--- src/rtl/core/mma_pkg.sv ---
package mma_pkg;

  // Block dimensions
  localparam int CHANNELS    = 4;
  localparam int RING_DEPTH  = 64;
  localparam int SAMPLE_BITS = 10;
  localparam int NUM_REGS    = 4;

  // Field and register widths
  localparam int CH_W      = 2;
  localparam int LOG2_W    = 3;
  localparam int REG_IDX_W = 2;
  localparam int TDATA_W   = 16;
  localparam int TUSER_W   = CH_W;

  // Derived sizes
  localparam int PTR_W      = $clog2(RING_DEPTH);
  localparam int SUM_W      = SAMPLE_BITS + PTR_W;
  localparam int ADDR_W     = $clog2(CHANNELS * RING_DEPTH);
  localparam int RAM_DEPTH  = CHANNELS * RING_DEPTH;
  // largest exponent whose window stays below the ring depth
  localparam int MAX_LOG2   = PTR_W - 1;
  localparam logic [LOG2_W-1:0] RESET_LOG2 = LOG2_W'(4);

  // Output queue
  localparam int FIFO_DEPTH = 3;
  localparam int FIFO_PTR_W = 2;
  localparam int FIFO_CNT_W = 2;

  // Saturate a register exponent to the usable range
  function automatic logic [LOG2_W-1:0] eff_log2(input logic [LOG2_W-1:0] r);
    logic [LOG2_W-1:0] lim;
    lim = LOG2_W'(MAX_LOG2);
    return (r > lim) ? lim : r;
  endfunction

  // Configuration write, as seen by the channel logic
  typedef struct packed {
    logic                 we;
    logic [REG_IDX_W-1:0] idx;
    logic [LOG2_W-1:0]    data;
  } cfg_wr_t;

  // Item in flight between pointer stage and accumulate stage
  typedef struct packed {
    logic                   valid;
    logic [CH_W-1:0]        ch;
    logic [SAMPLE_BITS-1:0] smp;
    logic                   zero_old;
    logic [LOG2_W-1:0]      shift;
  } issue_t;

  // Finished result headed to the output queue
  typedef struct packed {
    logic                   valid;
    logic [CH_W-1:0]        ch;
    logic [SAMPLE_BITS-1:0] avg;
  } result_t;

endpackage

--- src/rtl/core/multichannel_moving_average_core.sv ---
// Four-channel moving-average filter for 10-bit converter samples.
//
// Input stream (s_*): one transaction carries a sample in s_tdata and its
// channel number in s_tuser. Output stream (m_*): one transaction per input,
// with the channel echoed in m_tuser and the window average in m_tdata.
// Config port: wr_en/wr_index/wr_data write channel window exponents
// (window = 2^exponent samples, exponents above 5 act as 5). A write clears
// that channel's history and sum; write only while the block is idle.
//
// Throughput: one sample per cycle on any channel mix while s_tready is
// high. Each sample does one read of the oldest ring slot and one write of
// the newest slot in the same cycle on the dual-port ring memory; the
// running sum is updated in the following cycle, as the result enters the queue.
// Stalls: results wait in a 3-entry output queue; s_tready drops once the
// queue and the accumulate stage together hold 3 results.
// Reset: synchronous; all windows return to 16 samples, sums and pointers to
// zero. Ring history is masked by per-channel fill counters, so no memory
// clearing pass is needed and input is accepted right after reset.
module multichannel_moving_average_core (
  input  logic                              clk,
  input  logic                              rst,
  input  logic                              s_tvalid,
  output logic                              s_tready,
  input  logic [mma_pkg::TDATA_W-1:0]       s_tdata,   // [9:0] sample, rest zero
  input  logic [mma_pkg::TUSER_W-1:0]       s_tuser,   // [1:0] channel
  output logic                              m_tvalid,
  input  logic                              m_tready,
  output logic [mma_pkg::TDATA_W-1:0]       m_tdata,   // [9:0] average, rest zero
  output logic [mma_pkg::TUSER_W-1:0]       m_tuser,   // [1:0] channel_out
  input  logic                              wr_en,
  input  logic [mma_pkg::REG_IDX_W-1:0]     wr_index,
  input  logic [mma_pkg::LOG2_W-1:0]        wr_data
);
  import mma_pkg::*;

  cfg_wr_t                cfg;
  issue_t                 issue;
  result_t                res;
  logic                   accept;
  logic                   can_accept;
  logic                   ram_we;
  logic [ADDR_W-1:0]      ram_waddr;
  logic [ADDR_W-1:0]      ram_raddr;
  logic [SAMPLE_BITS-1:0] ram_wdata;
  logic [SAMPLE_BITS-1:0] ram_rdata;
  logic [SAMPLE_BITS-1:0] out_avg;

  // Handshake and config bundling
  always_comb begin
    s_tready = can_accept;
    accept   = s_tvalid && can_accept;
    cfg.we   = wr_en;
    cfg.idx  = wr_index;
    cfg.data = wr_data;
    m_tdata  = TDATA_W'(out_avg);
  end

  mma_chan_ctrl u_ctrl (
    .clk       (clk),
    .rst       (rst),
    .cfg       (cfg),
    .accept    (accept),
    .ch        (s_tuser[CH_W-1:0]),
    .smp       (s_tdata[SAMPLE_BITS-1:0]),
    .ram_we    (ram_we),
    .ram_waddr (ram_waddr),
    .ram_wdata (ram_wdata),
    .ram_raddr (ram_raddr),
    .issue     (issue)
  );

  mma_ring_ram #(
    .DEPTH (RAM_DEPTH),
    .WIDTH (SAMPLE_BITS)
  ) u_ram (
    .clk   (clk),
    .we    (ram_we),
    .waddr (ram_waddr),
    .wdata (ram_wdata),
    .raddr (ram_raddr),
    .rdata (ram_rdata)
  );

  mma_accum u_accum (
    .clk      (clk),
    .rst      (rst),
    .cfg      (cfg),
    .issue    (issue),
    .old_data (ram_rdata),
    .res      (res)
  );

  mma_out_fifo u_fifo (
    .clk        (clk),
    .rst        (rst),
    .res        (res),
    .can_accept (can_accept),
    .out_valid  (m_tvalid),
    .out_ready  (m_tready),
    .out_ch     (m_tuser),
    .out_avg    (out_avg)
  );

endmodule

--- src/rtl/core/mma_ring_ram.sv ---
module mma_ring_ram #(
  parameter int DEPTH = 256,
  parameter int WIDTH = 10
) (
  input  logic                     clk,
  input  logic                     we,
  input  logic [$clog2(DEPTH)-1:0] waddr,
  input  logic [WIDTH-1:0]         wdata,
  input  logic [$clog2(DEPTH)-1:0] raddr,
  output logic [WIDTH-1:0]         rdata
);

  logic [WIDTH-1:0] mem [DEPTH];

  // One write port, one registered read port
  always_ff @(posedge clk) begin
    if (we) begin
      mem[waddr] <= wdata;
    end
    rdata <= mem[raddr];
  end

endmodule

--- src/rtl/core/mma_chan_ctrl.sv ---
module mma_chan_ctrl (
  input  logic                            clk,
  input  logic                            rst,
  input  mma_pkg::cfg_wr_t                cfg,
  input  logic                            accept,
  input  logic [mma_pkg::CH_W-1:0]        ch,
  input  logic [mma_pkg::SAMPLE_BITS-1:0] smp,
  output logic                            ram_we,
  output logic [mma_pkg::ADDR_W-1:0]      ram_waddr,
  output logic [mma_pkg::SAMPLE_BITS-1:0] ram_wdata,
  output logic [mma_pkg::ADDR_W-1:0]      ram_raddr,
  output mma_pkg::issue_t                 issue
);
  import mma_pkg::*;

  logic [LOG2_W-1:0] window_log2 [CHANNELS];
  logic [PTR_W-1:0]  lo_ptr      [CHANNELS];
  logic [PTR_W-1:0]  fill        [CHANNELS];

  logic [LOG2_W-1:0] e_cur;
  logic [PTR_W:0]    win;
  logic [PTR_W:0]    hi_sum;
  logic [PTR_W-1:0]  hi_ptr;
  logic [PTR_W-1:0]  lo_cur;
  logic [PTR_W-1:0]  lo_next;
  logic              zero_old;

  // Newest slot sits one window ahead of the oldest slot
  always_comb begin
    e_cur    = eff_log2(window_log2[ch]);
    win      = (PTR_W+1)'(1) << e_cur;
    lo_cur   = lo_ptr[ch];
    hi_sum   = {1'b0, lo_cur} + win;
    hi_ptr   = (hi_sum >= (PTR_W+1)'(RING_DEPTH)) ?
               PTR_W'(hi_sum - (PTR_W+1)'(RING_DEPTH)) : hi_sum[PTR_W-1:0];
    lo_next  = (lo_cur == PTR_W'(RING_DEPTH - 1)) ? '0 : lo_cur + PTR_W'(1);
    // slots not yet refilled since the last clear read as zero
    zero_old = ({1'b0, fill[ch]} < win);
  end

  // Ring addresses: channel base plus pointer
  always_comb begin
    ram_we    = accept;
    ram_wdata = smp;
    ram_waddr = ADDR_W'(ch) * ADDR_W'(RING_DEPTH) + ADDR_W'(hi_ptr);
    ram_raddr = ADDR_W'(ch) * ADDR_W'(RING_DEPTH) + ADDR_W'(lo_cur);
  end

  // Per-channel pointer state and window registers
  always_ff @(posedge clk) begin
    if (rst) begin
      for (int i = 0; i < CHANNELS; i++) begin
        window_log2[i] <= RESET_LOG2;
        lo_ptr[i]      <= '0;
        fill[i]        <= '0;
      end
    end else begin
      if (cfg.we && (32'(cfg.idx) < CHANNELS)) begin
        window_log2[cfg.idx] <= cfg.data;
        lo_ptr[cfg.idx]      <= '0;
        fill[cfg.idx]        <= '0;
      end
      if (accept) begin
        lo_ptr[ch] <= lo_next;
        if (zero_old) begin
          fill[ch] <= fill[ch] + PTR_W'(1);
        end
      end
    end
  end

  // Issue register lines up with the ring read data
  always_ff @(posedge clk) begin
    if (rst) begin
      issue.valid <= 1'b0;
    end else begin
      issue.valid <= accept;
    end
    issue.ch       <= ch;
    issue.smp      <= smp;
    issue.zero_old <= zero_old;
    issue.shift    <= e_cur;
  end

endmodule

--- src/rtl/core/mma_accum.sv ---
module mma_accum (
  input  logic                            clk,
  input  logic                            rst,
  input  mma_pkg::cfg_wr_t                cfg,
  input  mma_pkg::issue_t                 issue,
  input  logic [mma_pkg::SAMPLE_BITS-1:0] old_data,
  output mma_pkg::result_t                res
);
  import mma_pkg::*;

  logic [SUM_W-1:0]       sum [CHANNELS];
  logic [SAMPLE_BITS-1:0] old_val;
  logic [SUM_W-1:0]       sum_next;
  logic [SUM_W-1:0]       avg_wide;

  // Drop the oldest sample, add the new one, scale by the window
  always_comb begin
    old_val  = issue.zero_old ? '0 : old_data;
    sum_next = sum[issue.ch] - SUM_W'(old_val) + SUM_W'(issue.smp);
    avg_wide = sum_next >> issue.shift;
    res.valid = issue.valid;
    res.ch    = issue.ch;
    res.avg   = avg_wide[SAMPLE_BITS-1:0];
  end

  // Running sums; a window write clears its channel
  always_ff @(posedge clk) begin
    if (rst) begin
      for (int i = 0; i < CHANNELS; i++) begin
        sum[i] <= '0;
      end
    end else begin
      if (cfg.we && (32'(cfg.idx) < CHANNELS)) begin
        sum[cfg.idx] <= '0;
      end
      if (issue.valid) begin
        sum[issue.ch] <= sum_next;
      end
    end
  end

endmodule

--- src/rtl/core/mma_out_fifo.sv ---
module mma_out_fifo (
  input  logic                            clk,
  input  logic                            rst,
  input  mma_pkg::result_t                res,
  output logic                            can_accept,
  output logic                            out_valid,
  input  logic                            out_ready,
  output logic [mma_pkg::CH_W-1:0]        out_ch,
  output logic [mma_pkg::SAMPLE_BITS-1:0] out_avg
);
  import mma_pkg::*;

  logic [CH_W-1:0]        q_ch  [FIFO_DEPTH];
  logic [SAMPLE_BITS-1:0] q_avg [FIFO_DEPTH];
  logic [FIFO_PTR_W-1:0]  wr_ptr;
  logic [FIFO_PTR_W-1:0]  rd_ptr;
  logic [FIFO_CNT_W-1:0]  count;
  logic                   pop;
  logic [FIFO_CNT_W:0]    committed;

  // Room must cover the result already in the accumulate stage
  always_comb begin
    committed  = {1'b0, count} + (FIFO_CNT_W+1)'(res.valid);
    can_accept = (committed < (FIFO_CNT_W+1)'(FIFO_DEPTH));
    out_valid  = (count != '0);
    out_ch     = q_ch[rd_ptr];
    out_avg    = q_avg[rd_ptr];
    pop        = out_valid && out_ready;
  end

  // Queue storage
  always_ff @(posedge clk) begin
    if (res.valid) begin
      q_ch[wr_ptr]  <= res.ch;
      q_avg[wr_ptr] <= res.avg;
    end
  end

  // Pointers and occupancy
  always_ff @(posedge clk) begin
    if (rst) begin
      wr_ptr <= '0;
      rd_ptr <= '0;
      count  <= '0;
    end else begin
      if (res.valid) begin
        wr_ptr <= (wr_ptr == FIFO_PTR_W'(FIFO_DEPTH - 1)) ? '0 : wr_ptr + FIFO_PTR_W'(1);
      end
      if (pop) begin
        rd_ptr <= (rd_ptr == FIFO_PTR_W'(FIFO_DEPTH - 1)) ? '0 : rd_ptr + FIFO_PTR_W'(1);
      end
      if (res.valid && !pop) begin
        count <= count + FIFO_CNT_W'(1);
      end else if (!res.valid && pop) begin
        count <= count - FIFO_CNT_W'(1);
      end
    end
  end

endmodule

--- config.mk ---
export PLATFORM = sky130hd
export DESIGN_NAME = multichannel_moving_average_core
export DESIGN_NICKNAME = d
export VERILOG_FILES = /design/src/rtl/core/mma_pkg.sv /design/src/rtl/core/multichannel_moving_average_core.sv /design/src/rtl/core/mma_ring_ram.sv /design/src/rtl/core/mma_chan_ctrl.sv /design/src/rtl/core/mma_accum.sv /design/src/rtl/core/mma_out_fifo.sv
export SDC_FILE = /design/constraint.sdc
export NUM_CORES = 2
export LEC_CHECK = 0
export BUFFER_PORTS_ARGS = -buffer_cell sky130_fd_sc_hd__buf_2
export CAP_MARGIN = 0
export CORE_UTILIZATION = 47
export DETAILED_ROUTE_END_ITERATION = 10
export PLACE_DENSITY = 0.62
export SETUP_SLACK_MARGIN = 0.1
export SLEW_MARGIN = 20
export SYNTH_ARGS = -nofsm -noshare
export SYNTH_HDL_FRONTEND = slang
export SYNTH_SLANG_ARGS = --single-unit
--- constraint.sdc ---
create_clock -name clk -period 4.52 [get_ports clk]
set_clock_uncertainty 0.05 [all_clocks]
set_input_delay 0.452 -clock clk [delete_from_list [all_inputs] [get_ports clk]]
set_output_delay 0.452 -clock clk [all_outputs]
set_load 0.05 [all_outputs]
* Word-level counts from Yosys, hierarchy flattened
Memory sizes are Yosys's and may differ from the RTL's. A register that Yosys moved wholly into a read port is not among the register bits.
Cells that the tools add are included.
** Word-level totals
- Register bits :: 23
- Bits in latches :: 0
- Memory bits (writable) :: 2720
- ROM bits :: 0
- Input bits :: 28
- Output and inout port bits :: 20
- Word-level logic and storage cells :: 102
- Memories :: 7
** Operators by class
- Add/sub/neg operators :: 13
- Multipliers :: 0
- Div/mod/pow operators :: 0
- Magnitude comparators :: 4
- Equality and inequality tests :: 3
- Shifts and indexed selects :: 2
- Mux-type cells :: 50
- Bitwise gates (word level) :: 0
- Reductions and logical operators :: 15
** Memories
- u_ram.mem :: depth 256, bits a word 10, rd ports 1, clocked after memory_dff 1, write ports 1, line mma_ring_ram.sv:13 : logic [WIDTH-1:0] mem [DEPTH];
- u_accum.sum :: depth 4, bits a word 16, rd ports 1, clocked after memory_dff 1, write ports 4, line mma_accum.sv:11 : logic [SUM_W-1:0] sum [CHANNELS];
- u_fifo.q_avg :: depth 3, bits a word 10, rd ports 1, clocked after memory_dff 1, write ports 1, line mma_out_fifo.sv:14 : logic [SAMPLE_BITS-1:0] q_avg [FIFO_DEPTH];
- u_ctrl.fill :: depth 4, bits a word 6, rd ports 1, clocked after memory_dff 0, write ports 4, line mma_chan_ctrl.sv:18 : logic [PTR_W-1:0] fill [CHANNELS];
- u_ctrl.lo_ptr :: depth 4, bits a word 6, rd ports 1, clocked after memory_dff 0, write ports 4, line mma_chan_ctrl.sv:17 : logic [PTR_W-1:0] lo_ptr [CHANNELS];
- u_ctrl.window_log2 :: depth 4, bits a word 3, rd ports 1, clocked after memory_dff 0, write ports 4, line mma_chan_ctrl.sv:16 : logic [LOG2_W-1:0] window_log2 [CHANNELS];
- 1 more memories
** Operator list (number)
- $mux W6 :: 6
- $mux W16 :: 2
- $reduce_or A16 Y1 :: 2
- $mux W2 :: 15
- $mux W1 :: 24
- $reduce_or A6 Y1 :: 4
- $add A16 B10 Y16 :: 1
- $add A8 B6 Y8 :: 2
- $shr A16 B3 Y10 :: 1
- $sub A16 B10 Y16 :: 1
- $add A6 B1 Y6 const B :: 2
- $mux W10 :: 1
- $add A6 B7 Y7 :: 1
- $ge A7 B7 Y1 const B :: 1
- $lt A6 B7 Y1 :: 1
- $shl A1 B3 Y7 const A :: 1
- $add A2 B1 Y2 const B :: 3
- $eq A6 B6 Y1 const B :: 1
- $mux W3 :: 2
- $sub A6 B1 Y6 const B :: 1
- $eq A2 B2 Y1 const B :: 2
- $logic_and A1 B1 Y1 :: 4
- $reduce_bool A2 Y1 :: 2
- $add A2 B1 Y3 :: 1
- 5 further kinds :: 6

* Logic depth before layout (Yosys ltp)
An unclocked memory read counts as a cell.
- Depth after elaboration :: 11
- Depth in mapped cells :: 21
- Mapped depth without buffers :: 15

* Hierarchy
Synthesis repeated with hierarchy kept, for this count alone.
** Second synthesis, totals
- Cells, all modules :: 5461
- Area total of the unflattened synthesis :: 109089.6 sq um
** Modules (own cells, without submodules)
- mma_ring_ram :: instances 1, cells an instance 4642, area an instance 99253.9 sq um, sequential area each 77073.9 sq um
- mma_accum :: instances 1, cells an instance 412, area an instance 4464.3 sq um, sequential area each 1921.8 sq um
- mma_chan_ctrl :: instances 1, cells an instance 288, area an instance 3653.5 sq um, sequential area each 2142.1 sq um
- mma_out_fifo :: instances 1, cells an instance 111, area an instance 1662.8 sq um, sequential area each 1241.2 sq um
- multichannel_moving_average_core :: instances 1, cells an instance 8, area an instance 55.1 sq um, sequential area each 0.0 sq um

* Least setup slack after synthesis
No wires, ideal clock.
- Path kind :: register -> register
- Start :: reg, netlist name u_ctrl.issue[14]
- End :: mem u_fifo.q_avg[0][9] (data pin)
- Arrival :: 4.548 ns
- Data required time :: 4.192 ns
- Path slack :: -0.356 ns
- Cell stages (with the launch flop) :: 16
- Buffers on the path :: 2
- Path through :: dfxtp_1 buf_2 buf_1 mux4_2 inv_1 fa_1 inv_1 ha_1 a21o_1 a21o_1 a21oi_1 nor3b_1 a2111oi_0 a211oi_1 mux2i_1 mux4_2
** RTL lines (line)
- to (decl) :: mma_out_fifo.sv:14

* Worst setup path after layout
- Start :: in s_tuser[0] (netlist bit)
- End :: reg u_ram.rdata[4], read port of u_ram.mem
** On the way
- Cells in the longest elaborated chain, start to end :: 2
** RTL lines
- from (decl) :: line multichannel_moving_average_core.sv:25 : input logic [mma_pkg::TUSER_W-1:0] s_tuser,
- $mem_v2 Z4 W6
- $add A8 B6 Y8 (*) :: line mma_chan_ctrl.sv:46 : ram_raddr = ADDR_W'(ch) * ADDR_W'(RING_DEPTH) + ADDR_W'(lo_cur);
- to (decl) :: line mma_ring_ram.sv:10 : output logic [WIDTH-1:0] rdata
Every way passes the cells marked *; elsewhere a longest branch is shown, timed or not.
A chain may end at the register's enable or synchronous reset.

==> flow_metrics.py <==
metrics = {
    "status": {
        "status": "finished with violations",
        "violations": "negative hold slack",
    },
    "grt": {
        "grt_max_degree": 140,
        "grt_use_total": 0.249,
        "grt_pass1_vias": 61637,
        "met1_usage": 0.355,
        "grtUsageMet2": 0.384,
        "grt_busiest_layer": "met2",
        "grt_use_met3": 0.0471,
        "grt_first_pass_wirelength_mm": 430,
        "overflow": 0,
        "antenna_found_initial": 8,
    },
    "critical_path": {
        "reg2reg_slack_ps": 250,
        "start_kind": "input port",
        "path_buf_inv": 6,
        "path_delay_family": "buffers and inverters",
        "worstSetupEndpointType": "register",
        "r2r_start": "u_ctrl.issue[14]$_DFF_P_",
        "worst-r2r-cell-count": 17,
        "worstPathMaxFanout": 24,
        "slowest_stage": "mux4_4",
        "r2r-end": "u_fifo.q_avg[0][9]$_DFFE_PP_",
        "crit_chain": "dlygate4sd3_1, buf_2, buf_4, mux4_4, buf_12, buf_4, nand2_2, buf_4, o221ai_1, a31o_2, a31oi_1, nand3_1, a22o_1, a32o_1",
        "crit_required_ps": 5310,
        "critPathKind": "in -> reg",
        "worstPathArrival_ps": 5090,
        "critical-path-max-stage-delay_ps": 720,
        "path_common_cell": "buf_4",
    },
    "sta": {
        "period_share": 0.952,
        "rsz0062_at_grt": "true",
        "min_period_ps": 4300,
        "fin_hold_ws_ps": -30.3,
        "maxSlewViolCount": 0,
        "hold_viol": 24,
        "max_slew_margin": 0.280,
        "setup_viol": 0,
        "max_freq_mhz": 233,
        "worst_pin_slew_ps": 1080,
    },
    "worst_hold_path": {
        "worstHoldStart": "s_tdata[1]",
        "holdPathEnd": "u_ram.mem[113][1]$_DFFE_PP_",
        "hp-class": "in -> reg",
        "hold_depth": 1,
    },
    "clocking": {
        "numCtsBuffers": 302,
        "cts_sinks": 2755,
        "cts_tree": "done",
        "h-tree-depth": 5,
        "clkTransAtPathRegs_ps": 60,
        "clock-root-buffer": "clkbuf_16",
        "clockBufferDepth": 4,
        "clkLatencyLatePin_ps": 970,
    },
    "logic_synthesis": {
        "synthesis.area_um2": 111000,
        "synth-main-ff-cell": "edfxtp_1",
        "synthDistinctLibCells": 76,
        "yosys.area.top_type": "edfxtp_1",
        "yosys.area.top_type_share": 0.735,
        "synthTopCellsByArea": "edfxtp_1, mux4_2, mux2i_1, nand2_1, nor2_1",
        "syn_inst": 6733,
        "syn_avg_cell_area_um2": 16.5,
        "async_reset_ff_frac": 0,
        "synth_seq_area_share": 0.741,
        "synth-edff-count": 2720,
        "yosysWarnings": 0,
        "ys_ff_latch": 2755,
    },
    "detailed_routing": {
        "drt-total-wl_mm": 298,
        "drt_first_pass_iters": 8,
        "route.detailed.drc": 0,
        "routed-via-count": 63277,
        "drt_iter0_markers": 6936,
        "drtAntennaViolNets": 0,
        "vias_per_cell": 5.96,
        "avgRoutedWirePerCell_um": 28.1,
    },
    "power": {
        "power.total_uw": 61100,
        "cellLeakagePower_uw": 0.0430,
        "powerDensity_nw_per_um2": 467,
        "peakVddDrop_mv": 0.408,
    },
    "floorplanning": {
        "io_pins": 48,
        "rows": 178,
        "core_area_um2": 235000,
        "die_h_um": 488,
        "initial_utilization": 0.472,
        "dieArea_um2": 238000,
        "die_w_um": 488,
    },
    "cells_and_area": {
        "final_common_cell": "edfxtp_1",
        "final_cell_mix": "edfxtp_1, nand2_1, mux2i_1",
        "area_growth_pct": 17.7,
        "fin_cells": 10610,
        "multi_input_area_um2": 27800,
        "drive_above_1_share": 0.209,
        "ff_latch_area_um2": 82400,
        "fillCellCount": 18168,
        "final_nets": 7314,
        "final_design_area_no_fill_um2": 131000,
    },
    "placement": {
        "post_dp_cell_area_um2": 120000,
        "placed_cells": 10036,
        "place_hpwl_mm": 185,
        "numPortBuffers": 35,
        "place.gp.congestion": 0.884,
    },
    "job": {
        "maxCapViolations": 0,
    },
}
## state kept, by name (all words and copies together) (netlist names), named ones only
signal,flops
u_fifo.q_ch,6
u_fifo.rd_ptr,2
u_ctrl.fill,24
u_accum.sum,64
u_fifo.q_avg,30
u_ram.mem,2560
u_ctrl.issue,17
u_ram.rdata,10
u_fifo.count,2
u_ctrl.lo_ptr,24
u_ctrl.window_log2,12
u_fifo.wr_ptr,2
## power breakdown
part | internal [uW] | switching [uW]
registers | 28500 | 169
logic | 3060 | 5580
clock network | 14000 | 9730
## synth_stat cells (11+ instances only)
library cell and instances:
o211ai_1 37, nor3b_1 16, o221ai_1 41, mux2i_1 556, inv_1 84, xnor2_1 15
a22o_1 16, mux4_2 253, clkbuf_1 159, nand4_1 28, o211a_1 17, nor2b_1 147
a211oi_1 142, o21ai_0 21, nand2_1 823, buf_1 29, buf_6 35, nand3_1 195
buf_2 124, fa_1 11, a221oi_1 44, nor3_1 69, nor2_1 412, a32oi_1 34
nand2b_1 12, edfxtp_1 2720, a21oi_1 102, nor4_1 13, buf_4 73, a31oi_1 74
a31o_2 16, mux2_2 11, ha_1 31, dfxtp_1 35, a22oi_1 32, o22ai_1 23
xor2_1 14, a32o_1 16, a311oi_1 105, and3_1 16
## kinds of logic after synthesis
group,share of synthesized area
other,0.0000337
and+or+nand+nor,0.0708
AOI/OAI and AO/OA,0.0535
muxes,0.103
DFF,0.741
buffers and inverters,0.0238
xor gates and xnor gates,0.00229
adders and majority gates,0.00547
## metal layers
metal,vias up,part of all wire
met5,-,0
met4,0,0.034
met3,474,0.087
met2,2792,0.46
met1,32585,0.41
li1,27426,-
## metrics by stage
step	hold WS [ps]	setup slack (ps)	utilization	TNS [ps]
floorplan	421	-122	-	-42430
global placement	431	-209	0.512	-26480
detailed placement	456	-254	0.512	-50580
CTS	5.62	-66.1	0.553	-1190
global route	12.4	59.8	0.556	0
finish	-30.3	219	0.556	0
## how the worst max path moves through the flow
stage	start	to	slack, ps	cells past startpoint
finish	s_tuser[0]	u_ram.rdata[4]$_DFF_P_	220	14
global placement	s_tuser[0]	u_ram.mem[64][4]$_DFFE_PP_	-210	17
floorplan	s_tuser[1]	u_ram.mem[50][0]$_DFFE_PP_	-120	17
global route	u_ctrl.issue[14]$_DFF_P_	u_fifo.q_avg[0][9]$_DFFE_PP_	60	15
detailed placement	s_tuser[0]	u_ram.mem[239][6]$_DFFE_PP_	-250	17
CTS	u_ctrl.window_log2[0][2]$_SDFFCE_PN1P_	u_ram.mem[69][7]$_DFFE_PP_	-70	16
## repair_timing
action	4_1_cts	5_1_grt
endpoints found under the setup margin	189	603
hold buffers	17	0
pin swaps	3	32
resized for setup	24	35
setup buffers	2	35
hold endpoints to repair	67	0
## area by class of cell
| type | instances | share of cell area |
|---|---|---|
| multi-input cells | 3472 | 0.212 |
| repair buffers | 625 | 0.0530 |
| clock buffers | 369 | 0.0609 |
| well taps | 3150 | 0.0301 |
| inverters | 88 | 0.00286 |
| diodes | 5 | 0.0000957 |
| clock inverters | 146 | 0.0108 |
| flip-flops and latches | 2755 | 0.630 |
No activity file was read; power rests on OpenSTA's default activity.
